$ cat src/hw/rtl/stt_pkg.sv
`default_nettype none
package stt_pkg;

   localparam int KEY_BITS      = 64;
   localparam int DEPTH_BITS    = 7;
   localparam int SCORE_BITS    = 16;
   localparam int PLY_BITS      = 8;
   localparam int MOVE_BITS     = 16;
   localparam int THRESH_BITS   = 15;
   localparam int EXT_BITS      = SCORE_BITS + 2;
   localparam int TABLE_ENTRIES_DEFAULT = 4096;
   localparam int QUEUE_DEPTH   = 2;
   localparam int QPTR_BITS     = $clog2(QUEUE_DEPTH);
   localparam int QCNT_BITS     = $clog2(QUEUE_DEPTH + 1);

   localparam logic [THRESH_BITS-1:0] THRESH_RESET = THRESH_BITS'(30000);

   localparam logic signed [EXT_BITS-1:0] SAT_HI = EXT_BITS'((1 << (SCORE_BITS - 1)) - 1);
   localparam logic signed [EXT_BITS-1:0] SAT_LO = ~SAT_HI;

   typedef enum logic [1:0] {
      REQ_PROBE = 2'd0,
      REQ_STORE = 2'd1,
      REQ_CLEAR = 2'd2,
      REQ_NONE  = 2'd3
   } req_kind_type;

   typedef enum logic [1:0] {
      KIND_EXACT = 2'd0,
      KIND_UPPER = 2'd1,
      KIND_LOWER = 2'd2,
      KIND_NONE  = 2'd3
   } bound_kind_type;

   typedef enum logic [1:0] {
      ST_IDLE,
      ST_LOOKUP,
      ST_CLEAR,
      ST_REPLY
   } back_state_type;

   typedef struct packed {
      logic [1:0]                    req_type;
      logic [KEY_BITS-1:0]           position_key;
      logic [DEPTH_BITS-1:0]         search_depth;
      logic signed [SCORE_BITS-1:0]  alpha_bound;
      logic signed [SCORE_BITS-1:0]  beta_bound;
      logic [PLY_BITS-1:0]           ply_from_root;
      logic signed [SCORE_BITS-1:0]  store_score;
      logic [1:0]                    bound_kind;
      logic [MOVE_BITS-1:0]          move_in;
   } stt_req_type;

   typedef struct packed {
      logic                          cutoff;
      logic signed [SCORE_BITS-1:0]  score_out;
      logic                          move_found;
      logic [MOVE_BITS-1:0]          move_out;
   } stt_rsp_type;

   typedef struct packed {
      logic [KEY_BITS-1:0]           tag;
      logic [DEPTH_BITS-1:0]         depth;
      logic signed [SCORE_BITS-1:0]  score;
      logic [1:0]                    kind;
      logic [MOVE_BITS-1:0]          move;
   } stt_entry_type;

   localparam int ENTRY_BITS = $bits(stt_entry_type);

   localparam stt_entry_type EMPTY_ENTRY = '{
      tag: '0, depth: '0, score: '0, kind: KIND_NONE, move: '0
   };

   // classified request as it waits between front and back
   typedef struct packed {
      req_kind_type                  code;
      logic [KEY_BITS-1:0]           key;
      logic [DEPTH_BITS-1:0]         depth;
      logic signed [SCORE_BITS-1:0]  alpha;
      logic signed [SCORE_BITS-1:0]  beta;
      logic [PLY_BITS-1:0]           ply;
      logic signed [SCORE_BITS-1:0]  root_score;
      logic [1:0]                    kind;
      logic [MOVE_BITS-1:0]          move;
   } stt_op_type;

   typedef struct packed {
      logic pop;
      logic init_busy;
   } stt_back_status_type;

   // to_root: store direction (root-relative); otherwise node-relative
   function automatic logic signed [SCORE_BITS-1:0] mate_adjust(
      input logic signed [SCORE_BITS-1:0] s,
      input logic [PLY_BITS-1:0]          ply,
      input logic [THRESH_BITS-1:0]       thr,
      input logic                         to_root
   );
      logic signed [EXT_BITS-1:0] se;
      logic signed [EXT_BITS-1:0] pe;
      logic signed [EXT_BITS-1:0] te;
      logic signed [EXT_BITS-1:0] sum;
      logic signed [SCORE_BITS-1:0] res;
      se  = {{(EXT_BITS-SCORE_BITS){s[SCORE_BITS-1]}}, s};
      pe  = {{(EXT_BITS-PLY_BITS){1'b0}}, ply};
      te  = {{(EXT_BITS-THRESH_BITS){1'b0}}, thr};
      sum = se;
      if (se > te) begin
         sum = to_root ? se + pe : se - pe;
      end else if (se < -te) begin
         sum = to_root ? se - pe : se + pe;
      end
      if (sum > SAT_HI) begin
         res = SAT_HI[SCORE_BITS-1:0];
      end else if (sum < SAT_LO) begin
         res = SAT_LO[SCORE_BITS-1:0];
      end else begin
         res = sum[SCORE_BITS-1:0];
      end
      return res;
   endfunction

endpackage
`default_nettype wire

$ cat src/hw/rtl/stt_back.sv
`default_nettype none
module stt_back import stt_pkg::*; #(
   parameter int TABLE_ENTRIES = TABLE_ENTRIES_DEFAULT,
   localparam int SLOT_BITS    = $clog2(TABLE_ENTRIES)
) (
   input  wire logic                    clock,
   input  wire logic                    reset,
   input  wire logic                    head_valid,
   input  wire stt_op_type              head_op,
   input  wire logic [THRESH_BITS-1:0]  threshold,
   output stt_back_status_type          back_status,
   output logic [SLOT_BITS-1:0]         ram_addr,
   output logic                         ram_wr_en,
   output logic [ENTRY_BITS-1:0]        ram_wr_data,
   output logic                         ram_rd_en,
   input  wire logic [ENTRY_BITS-1:0]   ram_rd_data,
   output logic                         rsp_empty,
   input  wire logic                    rsp_pop,
   output stt_rsp_type                  rsp_data
);

   back_state_type           state_ff, state_in;
   stt_op_type               op_ff, op_in;
   logic [SLOT_BITS-1:0]     ptr_ff, ptr_in;
   logic                     init_ff, init_in;
   logic                     rsp_valid_ff, rsp_valid_in;
   stt_rsp_type              rsp_ff;
   stt_rsp_type              rsp_new;
   logic                     rsp_push;
   logic                     rsp_free;
   logic                     pop;
   stt_entry_type            cur;
   stt_entry_type            new_entry;
   stt_rsp_type              probe_rsp;
   logic signed [SCORE_BITS-1:0] node_score;
   logic                     hit;
   logic                     replace;

   assign cur      = stt_entry_type'(ram_rd_data);
   assign rsp_free = ~rsp_valid_ff | rsp_pop;

   always_comb begin
      new_entry.tag   = op_ff.key;
      new_entry.depth = op_ff.depth;
      new_entry.score = op_ff.root_score;
      new_entry.kind  = op_ff.kind;
      new_entry.move  = op_ff.move;
      replace = (cur.depth <= op_ff.depth) | (cur.tag != op_ff.key);
   end

   always_comb begin
      hit        = (cur.tag == op_ff.key) & (cur.depth >= op_ff.depth);
      node_score = mate_adjust(cur.score, op_ff.ply, threshold, 1'b0);
      probe_rsp  = '0;
      if (hit) begin
         probe_rsp.move_found = 1'b1;
         probe_rsp.move_out   = cur.move;
         case (cur.kind)
            KIND_EXACT: begin
               probe_rsp.cutoff    = 1'b1;
               probe_rsp.score_out = node_score;
            end
            KIND_UPPER: begin
               if (node_score <= op_ff.alpha) begin
                  probe_rsp.cutoff    = 1'b1;
                  probe_rsp.score_out = op_ff.alpha;
               end
            end
            KIND_LOWER: begin
               if (node_score >= op_ff.beta) begin
                  probe_rsp.cutoff    = 1'b1;
                  probe_rsp.score_out = op_ff.beta;
               end
            end
            default: begin
               probe_rsp.cutoff = 1'b0;
            end
         endcase
      end
   end

   always_comb begin
      state_in    = state_ff;
      op_in       = op_ff;
      ptr_in      = ptr_ff;
      init_in     = init_ff;
      pop         = 1'b0;
      ram_rd_en   = 1'b0;
      ram_wr_en   = 1'b0;
      ram_addr    = op_ff.key[SLOT_BITS-1:0];
      ram_wr_data = new_entry;
      rsp_push    = 1'b0;
      rsp_new     = '0;
      case (state_ff)
         ST_IDLE: begin
            if (head_valid) begin
               pop   = 1'b1;
               op_in = head_op;
               if (head_op.code == REQ_CLEAR) begin
                  ptr_in   = '0;
                  state_in = ST_CLEAR;
               end else begin
                  ram_rd_en = 1'b1;
                  ram_addr  = head_op.key[SLOT_BITS-1:0];
                  state_in  = ST_LOOKUP;
               end
            end
         end
         ST_LOOKUP: begin
            // read data holds until the result register has room
            if (rsp_free) begin
               rsp_push = 1'b1;
               if (op_ff.code == REQ_PROBE) begin
                  rsp_new = probe_rsp;
               end
               ram_wr_en = (op_ff.code == REQ_STORE) & replace;
               state_in  = ST_IDLE;
            end
         end
         ST_CLEAR: begin
            ram_wr_en   = 1'b1;
            ram_addr    = ptr_ff;
            ram_wr_data = EMPTY_ENTRY;
            ptr_in      = ptr_ff + SLOT_BITS'(1);
            if (ptr_ff == SLOT_BITS'(TABLE_ENTRIES - 1)) begin
               ptr_in   = '0;
               init_in  = 1'b0;
               state_in = init_ff ? ST_IDLE : ST_REPLY;
            end
         end
         ST_REPLY: begin
            if (rsp_free) begin
               rsp_push = 1'b1;
               state_in = ST_IDLE;
            end
         end
         default: begin
            state_in = ST_IDLE;
         end
      endcase
   end

   assign rsp_valid_in          = rsp_push | (rsp_valid_ff & ~rsp_pop);
   assign rsp_empty             = ~rsp_valid_ff;
   assign rsp_data              = rsp_ff;
   assign back_status.pop       = pop;
   assign back_status.init_busy = init_ff;

   always_ff @(posedge clock) begin
      if (reset) begin
         state_ff     <= ST_CLEAR;
         ptr_ff       <= '0;
         init_ff      <= 1'b1;
         rsp_valid_ff <= 1'b0;
      end else begin
         state_ff     <= state_in;
         ptr_ff       <= ptr_in;
         init_ff      <= init_in;
         rsp_valid_ff <= rsp_valid_in;
      end
   end

   always_ff @(posedge clock) begin
      op_ff <= op_in;
      if (rsp_push) begin
         rsp_ff <= rsp_new;
      end
   end

endmodule
`default_nettype wire

$ cat config.mk
export PLATFORM = sky130hd
export DESIGN_NAME = stt_back
export DESIGN_NICKNAME = d
export VERILOG_FILES = /design/src/hw/rtl/stt_pkg.sv /design/src/hw/rtl/stt_back.sv
export SDC_FILE = /design/constraint.sdc
export NUM_CORES = 1
export LEC_CHECK = 0
export ABC_AREA = 1
export BUFFER_PORTS_ARGS = -buffer_cell sky130_fd_sc_hd__buf_2
export CORE_AREA = 4 4 164 206
export DETAILED_ROUTE_END_ITERATION = 6
export DIE_AREA = 0 0 168 210
export GPL_TIMING_DRIVEN = 0
export PLACE_DENSITY = 0.64
export REMOVE_ABC_BUFFERS = 1
export SYNTH_ARGS = -nofsm -noshare
export SYNTH_HDL_FRONTEND = slang
export SYNTH_SLANG_ARGS = --single-unit
$ cat constraint.sdc
create_clock -name clock -period 5.6 [get_ports clock]
set_input_delay 0.56 -clock clock [delete_from_list [all_inputs] [get_ports clock]]
set_output_delay 0.56 -clock clock [all_outputs]
set_load 0.01 [all_outputs]
==> results of run 1 <==
==> power by group <==
part | switching [mW] | internal [mW] | total, mW
registers | 0.122 | 1.93 | 2.05
clock network | 0.610 | 0.590 | 1.20
logic | 1.74 | 0.932 | 2.68
==> cell type report <==
cell class                 count  area (um2)  share of cell area [%]
antenna                        5       12.51                 0.07778
timing repair buffer         451        2396                   14.89
tap                          412       515.5                   3.204
clock buffer                  17       425.4                   2.644
clock inverter                15       143.9                  0.8945
sequential                   197        5756                   35.78
multi-input combinational    963        5813                   36.14
inverter                     271        1025                   6.370
==> cell usage after synthesis, types with 4 or more instances <==
cell type and n:
a21oi_2 5, buf_2 8, o21ai_0 41, o221ai_1 10, a21oi_1 86, nand3_2 4
nor2_1 215, xor2_1 85, dfxtp_1 16, nand2_1 214, buf_4 7, o211ai_1 6
nor4_1 9, ha_1 93, nor3b_1 6, nand2_2 18, inv_2 9, inv_1 261
nand4_1 17, nor2_2 5, nand3b_1 4, buf_6 4, nand3_1 76, nor3_1 27
clkbuf_1 20, edfxtp_1 181
==> critical path: cells and delay by family <==
kind	cells	cell delay, ns
compound gates	6	1.02
fa+ha+maj	3	0.80
buf+inv	7	0.64
simple gates	24	2.51
==> flip-flops by register name, summed over array words and instances (netlist names) <==
signal	flops
state_ff	2
rsp_valid_ff	1
init_ff	1
ptr_ff	12
rsp_data	34
new_entry	105
op_ff	42
==> repair_timing <==
| item | 4_1_cts | 5_1_grt |
|---|---|---|
| pin swaps | 1 | 14 |
| setup buffers | 2 | 20 |
| gates cloned | 0 | 3 |
| gates resized for setup | 9 | 32 |
| endpoints found under the setup margin | 17 | 17 |
==> final timing paths <==
path / from / endpoint / slack [ns] / depth (start not counted)
worst min-delay path: reset / rsp_valid_ff$_SDFF_PP0_ / 0.27 / 2
worst max register to register: op_ff[34]$_DFFE_PP_ / rsp_data[32]$_SDFFCE_PN0P_ / 1.17 / 29
worst max-delay path: threshold[1] / rsp_data[32]$_SDFFCE_PN0P_ / 0.23 / 40
worst min register to register: init_ff$_SDFFE_PP1P_ / init_ff$_SDFFE_PP1P_ / 0.50 / 2
==> kinds of logic after synthesis <==
| group | after synthesis | synth area share [%] |
|---|---|---|
| AO/OA/AOI/OAI | 171 | 7.782 |
| XOR/XNOR | 88 | 6.130 |
| adder cells (fa/ha/maj) | 95 | 9.573 |
| buffers and inverters | 310 | 9.782 |
| flip-flops | 197 | 45.78 |
| AND/OR/NAND/NOR | 606 | 20.96 |
==> layer usage <==
layer / share of wire [%] / wire length [um]
met5: 0.19 / 80
met3: 6.9 / 2904
met1: 37 / 15690
met4: 3.3 / 1389
met2: 52 / 21800
==> impl_metrics.json, run 1 <==
{
  "status": "finished clean",
  "clockBufferDepth": 2,
  "synth_edf_count": 181,
  "drive_above_1_share_pct": 29.31,
  "ir_worst_vdd_uv": 349.3,
  "ys_warn_count": 0,
  "track_usage_pct": 22.53,
  "die_area_mm2": 0.03528,
  "design_area_mm2": 0.01609,
  "layout_commonest_cell": "buf_2",
  "layout.cells.non_filler": 2331,
  "arrival_ns": 5.56,
  "crit_top_cell": "nand2_1",
  "grt_pass1_wl_um": 61080,
  "end_kind": "register",
  "fin_skew_ns": 0.01081,
  "firstDrtPassIters": 7,
  "yosysTopAreaCell": "edfxtp_1",
  "drtAntennaViolNets": 0,
  "crit_slowest_cell": "nor4_4",
  "hold_buffers": 0,
  "min_path_type": "primary input to register",
  "cp_slowest_stage_delay_ns": 0.35,
  "worstMarginPinSlew_ns": 1.232,
  "worstPathMaxFanout": 5,
  "htree_levels": 4,
  "setup_viol_count_final": 0,
  "p_leak_nw": 7.963,
  "clkTransAtPathRegs_ns": 0.08,
  "clock_latency_ns": 0.45,
  "fin_ws_ns": 0.2315,
  "finalPower_mw": 5.924,
  "postRouteWirelength_um": 41860,
  "ys_types": 49,
  "place.gp.congestion": 0.9334,
  "drc": 0,
  "ys_async_sr_fraction_pct": 0,
  "rows": 73,
  "nets": 2267,
  "finalCritPeriodShare_pct": 95.87,
  "cts_tree": "done",
  "max_freq_mhz": 186.3,
  "tns_ns": 0,
  "required_ns": 5.79,
  "slew_headroom_pct": 17.59,
  "globalRouteMet2Util_pct": 40.72,
  "vias": 11360,
  "p_per_area_mw_per_mm2": 368.3,
  "post-place-ws_ns": -1.177,
  "worstSetupPathType": "primary input to register",
  "numCtsBuffers": 17,
  "cts_root_buf": "clkbuf_16",
  "dpl.cell_count": 2269,
  "synth.top_cell.area_share_pct": 43.23,
  "post-route-util_pct": 50.76,
  "synthFlopType": "edfxtp_1",
  "grt_pass1_vias": 11110,
  "whs_ns": 0.2719,
  "nFillCells": 3024,
  "final_cell_mix": "buf_2 (426), inv_1 (259), nor2_1 (212), nand2_1 (207), edfxtp_1 (181)",
  "synth_cells": 1467,
  "grt_use_met3_pct": 5.552,
  "synth_area_mm2": 0.01257,
  "drtIter0Drc": 661,
  "die_h_um": 210,
  "grt_use_met1_pct": 25.67,
  "report.final.slew_viol_count": 0,
  "grt.overflow.total": 0,
  "io_pins": 427,
  "period_needed_ns": 5.369,
  "start_kind": "primary input",
  "ys_top_cells_by_area": "edfxtp_1 (43%), ha_1 (9.3%), inv_1 (7.8%), nor2_1 (6.4%), nand2_1 (6.4%)",
  "fp.dieW_um": 168,
  "clkSinkCount": 197,
  "seq_area_frac_synth_pct": 45.78,
  "io_buffers": 426,
  "viasPerCell": 4.874,
  "grt_antenna_before_repair": 11,
  "ys_ff_latch": 197,
  "max-cap-violations": 0,
  "initial_utilization_pct": 39.67,
  "placed_cell_area_mm2": 0.01512,
  "wl_per_cell_um": 17.96,
  "syn2layout_area_growth_pct": 27.94,
  "core_area_mm2": 0.03169,
  "place_hpwl_um": 34110,
  "hold_violations": 0,
  "grt_max_degree": 86,
  "syn_area_per_cell_um2": 8.571,
  "top_usage_layer": "met2"
}
No activity file was read; power rests on OpenSTA's default activity.
==> run 2: changes to the inputs <==
--- a/config.mk
+++ b/config.mk
@@ -7,10 +7,11 @@
 export LEC_CHECK = 0
 export ABC_AREA = 1
 export BUFFER_PORTS_ARGS = -buffer_cell sky130_fd_sc_hd__buf_2
-export CORE_AREA = 4 4 164 206
+export CORE_AREA = 4 4 183 185
 export DETAILED_ROUTE_END_ITERATION = 6
-export DIE_AREA = 0 0 168 210
+export DIE_AREA = 0 0 187 189
 export GPL_TIMING_DRIVEN = 0
+export HOLD_SLACK_MARGIN = 0.02
 export PLACE_DENSITY = 0.64
 export REMOVE_ABC_BUFFERS = 1
 export SYNTH_ARGS = -nofsm -noshare
==> run 2 against run 1 <==
  * Worst setup slack improved by 0.26 ns
  * Wire length decreased by 5.2%
  * Core utilization down 0.51 points
  * Clock-buffer cell count is the same
  * Flip-flop and latch count unchanged
  * Cell count decreased by 0.13%
  * Largest cell class unchanged
  * Total power grew 0.87%
  * Design area about the same
  * Sequential share of layout area is essentially flat
  * Combinational power fell by 3%
==> impl_metrics.json, run 2 (synthesis results as in run 1) <==
{
  "status": "finished clean",
  "cts_root_buf": "clkbuf_16",
  "place_hpwl_um": 31240,
  "hold_buffers": 0,
  "crit_top_cell": "nand2_1",
  "clkTransAtPathRegs_ns": 0.09,
  "r2r-end": "rsp_data[22]$_SDFFCE_PN0P_",
  "hold_violations": 0,
  "r2r_cells": 26,
  "clockBufferDepth": 2,
  "grt_pass1_vias": 11000,
  "arrival_ns": 5.30,
  "grt_antenna_before_repair": 16,
  "clock_power_share_pct": 22.2,
  "post-place-ws_ns": -1.041,
  "io_buffers": 426,
  "whs_endpoint": "new_entry[31]$_DFFE_PP_",
  "final_cell_mix": "buf_2 (426), inv_1 (259), nor2_1 (213), nand2_1 (211), edfxtp_1 (181)",
  "r2r-start": "op_ff[34]$_DFFE_PP_",
  "finalPower_mw": 5.976,
  "setup_viol_count_final": 0,
  "p_per_area_mw_per_mm2": 371.1,
  "track_usage_pct": 21.54,
  "drtAntennaViolNets": 0,
  "viasPerCell": 4.835,
  "worstSetupPathType": "primary input to register",
  "start_kind": "primary input",
  "slew_headroom_pct": 11.01,
  "hold_start": "head_op[31]",
  "min_path_type": "primary input to register",
  "report.final.slew_viol_count": 0,
  "io_pins": 427,
  "r2r_slack_ns": 1.30,
  "max_freq_mhz": 195.8,
  "grt_use_met3_pct": 6.490,
  "grt_pass1_wl_um": 59480,
  "layout_commonest_cell": "buf_2",
  "period_needed_ns": 5.108,
  "power.combinational.fraction_pct": 43.5,
  "grt_max_degree": 97,
  "rows": 66,
  "p_leak_nw": 7.981,
  "clkSinkCount": 197,
  "nFillCells": 3047,
  "drive_above_1_share_pct": 29.06,
  "largest_register_ffs": 105,
  "fin_skew_ns": 0.02642,
  "wl_per_cell_um": 17.05,
  "required_ns": 5.79,
  "syn2layout_area_growth_pct": 28.05,
  "end_kind": "register",
  "cts_tree": "done",
  "p_switching_mw": 2.435,
  "postRouteWirelength_um": 39700,
  "vias": 11260,
  "place.gp.congestion": 0.9139,
  "nets": 2266,
  "max-cap-violations": 0,
  "whs_path_depth": 1,
  "whs_ns": 0.2573,
  "fin_ws_ns": 0.4919,
  "globalRouteMet2Util_pct": 39.72,
  "initial_utilization_pct": 39.24,
  "ir_worst_vdd_uv": 277.2,
  "drc": 0,
  "numCtsBuffers": 17,
  "cp-startpoint": "threshold[1]",
  "top_usage_layer": "met2",
  "core_area_mm2": 0.03204,
  "worstMarginPinSlew_ns": 1.330,
  "finalCritPeriodShare_pct": 91.22,
  "grt.overflow.total": 0,
  "swShare_pct": 40.76,
  "htree_levels": 4,
  "grt_use_met1_pct": 23.67,
  "power.share.sequential_pct": 34.3,
  "fp.dieW_um": 187,
  "cp_slowest_stage_delay_ns": 0.35,
  "worstPathMaxFanout": 8,
  "clock_latency_ns": 0.47,
  "p_int_mw": 3.540,
  "drtIter0Drc": 631,
  "crit_slowest_cell": "nor4_4",
  "die_h_um": 189,
  "firstDrtPassIters": 5,
  "die_area_mm2": 0.03534
}
[run 2: cell count changes in the layout (fill, tap and decap cells not counted), sizes merged]
cell / before / now
bufinv: 0 / 2
diode: 5 / 7
nand3: 81 / 82
buf: 451 / 449
clkinv: 8 / 7
clkinvlp: 1 / 0
[run 2: worst max path at each step]
stage,end,slack [ns],cells after the start
5_1_grt,rsp_data[30]$_SDFFCE_PN0P_,-0.03,38
2_1_floorplan,rsp_data[33]$_SDFFCE_PN0P_,0.37,36
6_report,rsp_data[22]$_SDFFCE_PN0P_,0.49,34
3_5_place_dp,rsp_data[33]$_SDFFCE_PN0P_,-1.04,38
4_1_cts,rsp_data[33]$_SDFFCE_PN0P_,0.06,38
3_3_place_gp,rsp_data[33]$_SDFFCE_PN0P_,-0.93,38
[run 2: power by group through the flow]
stage / logic (mW) / registers, mW / clock network [mW]
floorplan: 1.40 / 2.10 / 0
global placement: 2.45 / 2.13 / 0
detailed placement: 2.52 / 2.08 / 0
CTS: 2.55 / 2.05 / 1.36
global route: 2.86 / 2.08 / 1.42
finish: 2.60 / 2.05 / 1.33
[run 2: final cells by class]
| cell class | instances | area (um2) | area share [%] |
|---|---|---|---|
| multi-input combinational | 964 | 5792 | 35.97 |
| sequential | 197 | 5756 | 35.75 |
| timing repair buffer | 449 | 2365 | 14.69 |
| inverter | 271 | 1025 | 6.365 |
| tap | 408 | 510.5 | 3.171 |
| clock buffer | 17 | 425.4 | 2.642 |
| clock inverter | 15 | 210.2 | 1.306 |
| antenna | 7 | 17.52 | 0.1088 |
[run 2: worst max-delay path, delay by kind of cell]
family          cells  cell delay (ns)
simple gates       21             2.46
compound gates      5             0.88
fa+ha+maj           3             0.77
buf+inv             5             0.61
[run 2: through the flow]
stage | setup TNS, ns | cell area, um2 | instances | utilization (%)
floorplan | 0 | 12360 | 1428 | -
global placement | -18.88 | 15000 | 2262 | 46.83
detailed placement | -15.92 | 15110 | 2265 | 47.16
CTS | 0 | 15790 | 2300 | 49.29
global route | -0.05654 | 16090 | 2324 | 50.22
finish | 0 | 16100 | 2328 | 50.25
[run 2: what timing repair did]
action | in CTS | in global routing
setup endpoints to repair | 17 | 17
cloned | 0 | 4
pin swaps | 0 | 10
buffers inserted | 3 | 17
resized for setup | 4 | 30
[run 2: layer usage]
| layer | up-vias | wire length (um) |
|---|---|---|
| met3 | 85 | 2745 |
| met1 | 5102 | 15040 |
| met2 | 370 | 20580 |
| li1 | 5679 | - |
| met4 | 20 | 1198 |
| met5 | - | 131 |
==> run 3: changes to the inputs <==
--- a/config.mk
+++ b/config.mk
@@ -13,6 +13,7 @@
 export GPL_TIMING_DRIVEN = 0
 export HOLD_SLACK_MARGIN = 0.02
 export PLACE_DENSITY = 0.64
+export RECOVER_POWER = 50
 export REMOVE_ABC_BUFFERS = 1
 export SYNTH_ARGS = -nofsm -noshare
 export SYNTH_HDL_FRONTEND = slang
==> run 3 against run 2 <==
  * Design area down 0.77%
  * Critical endpoint unchanged
  * Largest power group unchanged
  * Die area unchanged
  * Clock skew down 0.0018 ns
  * The run now ends with max-capacitance violations, max-slew violations left
  * Wire length about the same
  * Sequential power about the same
  * Highest routed layer unchanged
  * Cell count about the same
==> impl_metrics.json, run 3 (synthesis results as in run 1) <==
{
  "worstSetupPathType": "primary input to register",
  "slew_headroom_pct": -157.8,
  "final-seq-area_mm2": 0.005756,
  "layout.cells.non_filler": 2326,
  "status": "finished, violations left",
  "core_area_mm2": 0.03204,
  "initial_utilization_pct": 39.24,
  "post-place-ws_ns": -1.041,
  "violations": "max-capacitance violations, max-slew violations",
  "fin_ws_ns": 0.4832,
  "crit_slowest_cell": "nor4_4",
  "finalCritPeriodShare_pct": 91.37,
  "setup_viol_count_final": 0,
  "multi_input_area_mm2": 0.005772,
  "required_ns": 5.79,
  "clkTransAtPathRegs_ns": 0.09,
  "io_pins": 427,
  "clockBufferDepth": 2,
  "crit_top_cell": "nand2_1",
  "ir_worst_vdd_uv": 279.0,
  "max_freq_mhz": 195.4,
  "rows": 66,
  "drive_above_1_share_pct": 25.93,
  "max-cap-violations": 3,
  "drtAntennaViolNets": 0,
  "whs_ns": 0.2591,
  "hold_violations": 0,
  "worstMarginPinSlew_ns": 3.862,
  "min_path_type": "primary input to register",
  "place_hpwl_um": 31240,
  "cts_tree": "done",
  "clock_latency_ns": 0.47,
  "drtIter0Drc": 639,
  "io_buffers": 426,
  "clkSinkCount": 197,
  "placed_cell_area_mm2": 0.01511,
  "largest_register_ffs": 105,
  "firstDrtPassIters": 6,
  "fin_skew_ns": 0.02459,
  "final_cell_mix": "buf_2 (370), inv_1 (260), nor2_1 (214), nand2_1 (211), edfxtp_1 (181)",
  "grt_pass1_vias": 11000,
  "htree_levels": 4,
  "grt_pass1_wl_um": 59480,
  "die_h_um": 189,
  "grt_antenna_before_repair": 15,
  "start_kind": "primary input",
  "cp_slowest_stage_delay_ns": 0.35,
  "p_per_area_mw_per_mm2": 371.9,
  "syn2layout_area_growth_pct": 27.07,
  "fp.dieW_um": 187,
  "dpl.cell_count": 2265,
  "grt_max_degree": 97,
  "arrival_ns": 5.30,
  "design_area_mm2": 0.01598,
  "drc": 0,
  "p_leak_nw": 7.818,
  "report.final.slew_viol_count": 163,
  "viasPerCell": 4.827,
  "worstPathMaxFanout": 8,
  "die_area_mm2": 0.03534,
  "end_kind": "register",
  "nets": 2266,
  "layout_commonest_cell": "buf_2",
  "numCtsBuffers": 17,
  "postRouteWirelength_um": 39690,
  "vias": 11230,
  "place.gp.congestion": 0.9139,
  "cts_root_buf": "clkbuf_16",
  "grt.overflow.total": 0,
  "track_usage_pct": 21.54,
  "nFillCells": 3079,
  "period_needed_ns": 5.117,
  "wl_per_cell_um": 17.06
}
==> run 3: cell types whose count changed in the layout (fill, tap and decap cells not counted), sizes merged <==
cell    delta
buf       -57
clkbuf    +57
diode      -2
==> run 3: repair_timing <==
action	4_1_cts	5_1_grt
cloned	0	4
setup buffers	3	17
hold endpoints to repair	0	0
pin swaps	0	10
gates resized for setup	4	30
endpoints found under the setup margin	17	17
hold buffers	0	0
==> run 3: final timing paths <==
check	end	from	cells past startpoint	slack, ns
worst min register to register	init_ff$_SDFFE_PP1P_	init_ff$_SDFFE_PP1P_	2	0.50
worst max-delay path	rsp_data[22]$_SDFFCE_PN0P_	threshold[1]	37	0.48
worst max register to register	rsp_data[22]$_SDFFCE_PN0P_	op_ff[34]$_DFFE_PP_	26	1.29
worst min-delay path	new_entry[31]$_DFFE_PP_	head_op[31]	1	0.26
==> run 3: layout make-up <==
type / count / share of cell area, %
diodes: 5 / 0.07831
clock buffers: 17 / 2.663
clock inverters: 15 / 1.316
inverters: 271 / 6.383
multi-input cells: 964 / 36.13
flip-flops and latches: 197 / 36.02
well taps: 408 / 3.195
repair buffers: 449 / 14.21
==> run 3: per-layer routing <==
| metal | global-route usage (%) | wire length [um] |
|---|---|---|
| met1 | 23.67 | 14970 |
| met2 | 39.72 | 20690 |
| met3 | 6.490 | 2762 |
| met4 | 7.224 | 1155 |
| met5 | 0 | 112 |
==> run 3: power breakdown <==
| group | total, mW | switching [mW] | internal, mW |
|---|---|---|---|
| clock network | 1.33 | 0.639 | 0.688 |
| logic | 2.54 | 1.66 | 0.881 |
| registers | 2.07 | 0.123 | 1.95 |
| total | 5.94 | 2.42 | 3.52 |
==> run 3: critical path: cells and delay by family <==
family / cells / cell delay, ns
AOI/OAI and AO/OA: 7 / 1.07
adders and majority gates: 3 / 0.78
buffers and inverters: 5 / 0.54
and+or+nand+nor: 22 / 2.33
==> run 3: stage by stage <==
| stage | power [mW] | util, % | TNS (ns) |
|---|---|---|---|
| after floorplan | 3.504 | - | 0 |
| after global placement | 4.588 | 46.83 | -18.88 |
| after detailed placement | 4.608 | 47.16 | -15.92 |
| after CTS | 5.971 | 49.29 | 0 |
| after global routing | 6.330 | 49.85 | -0.05654 |
| final | 5.942 | 49.86 | 0 |
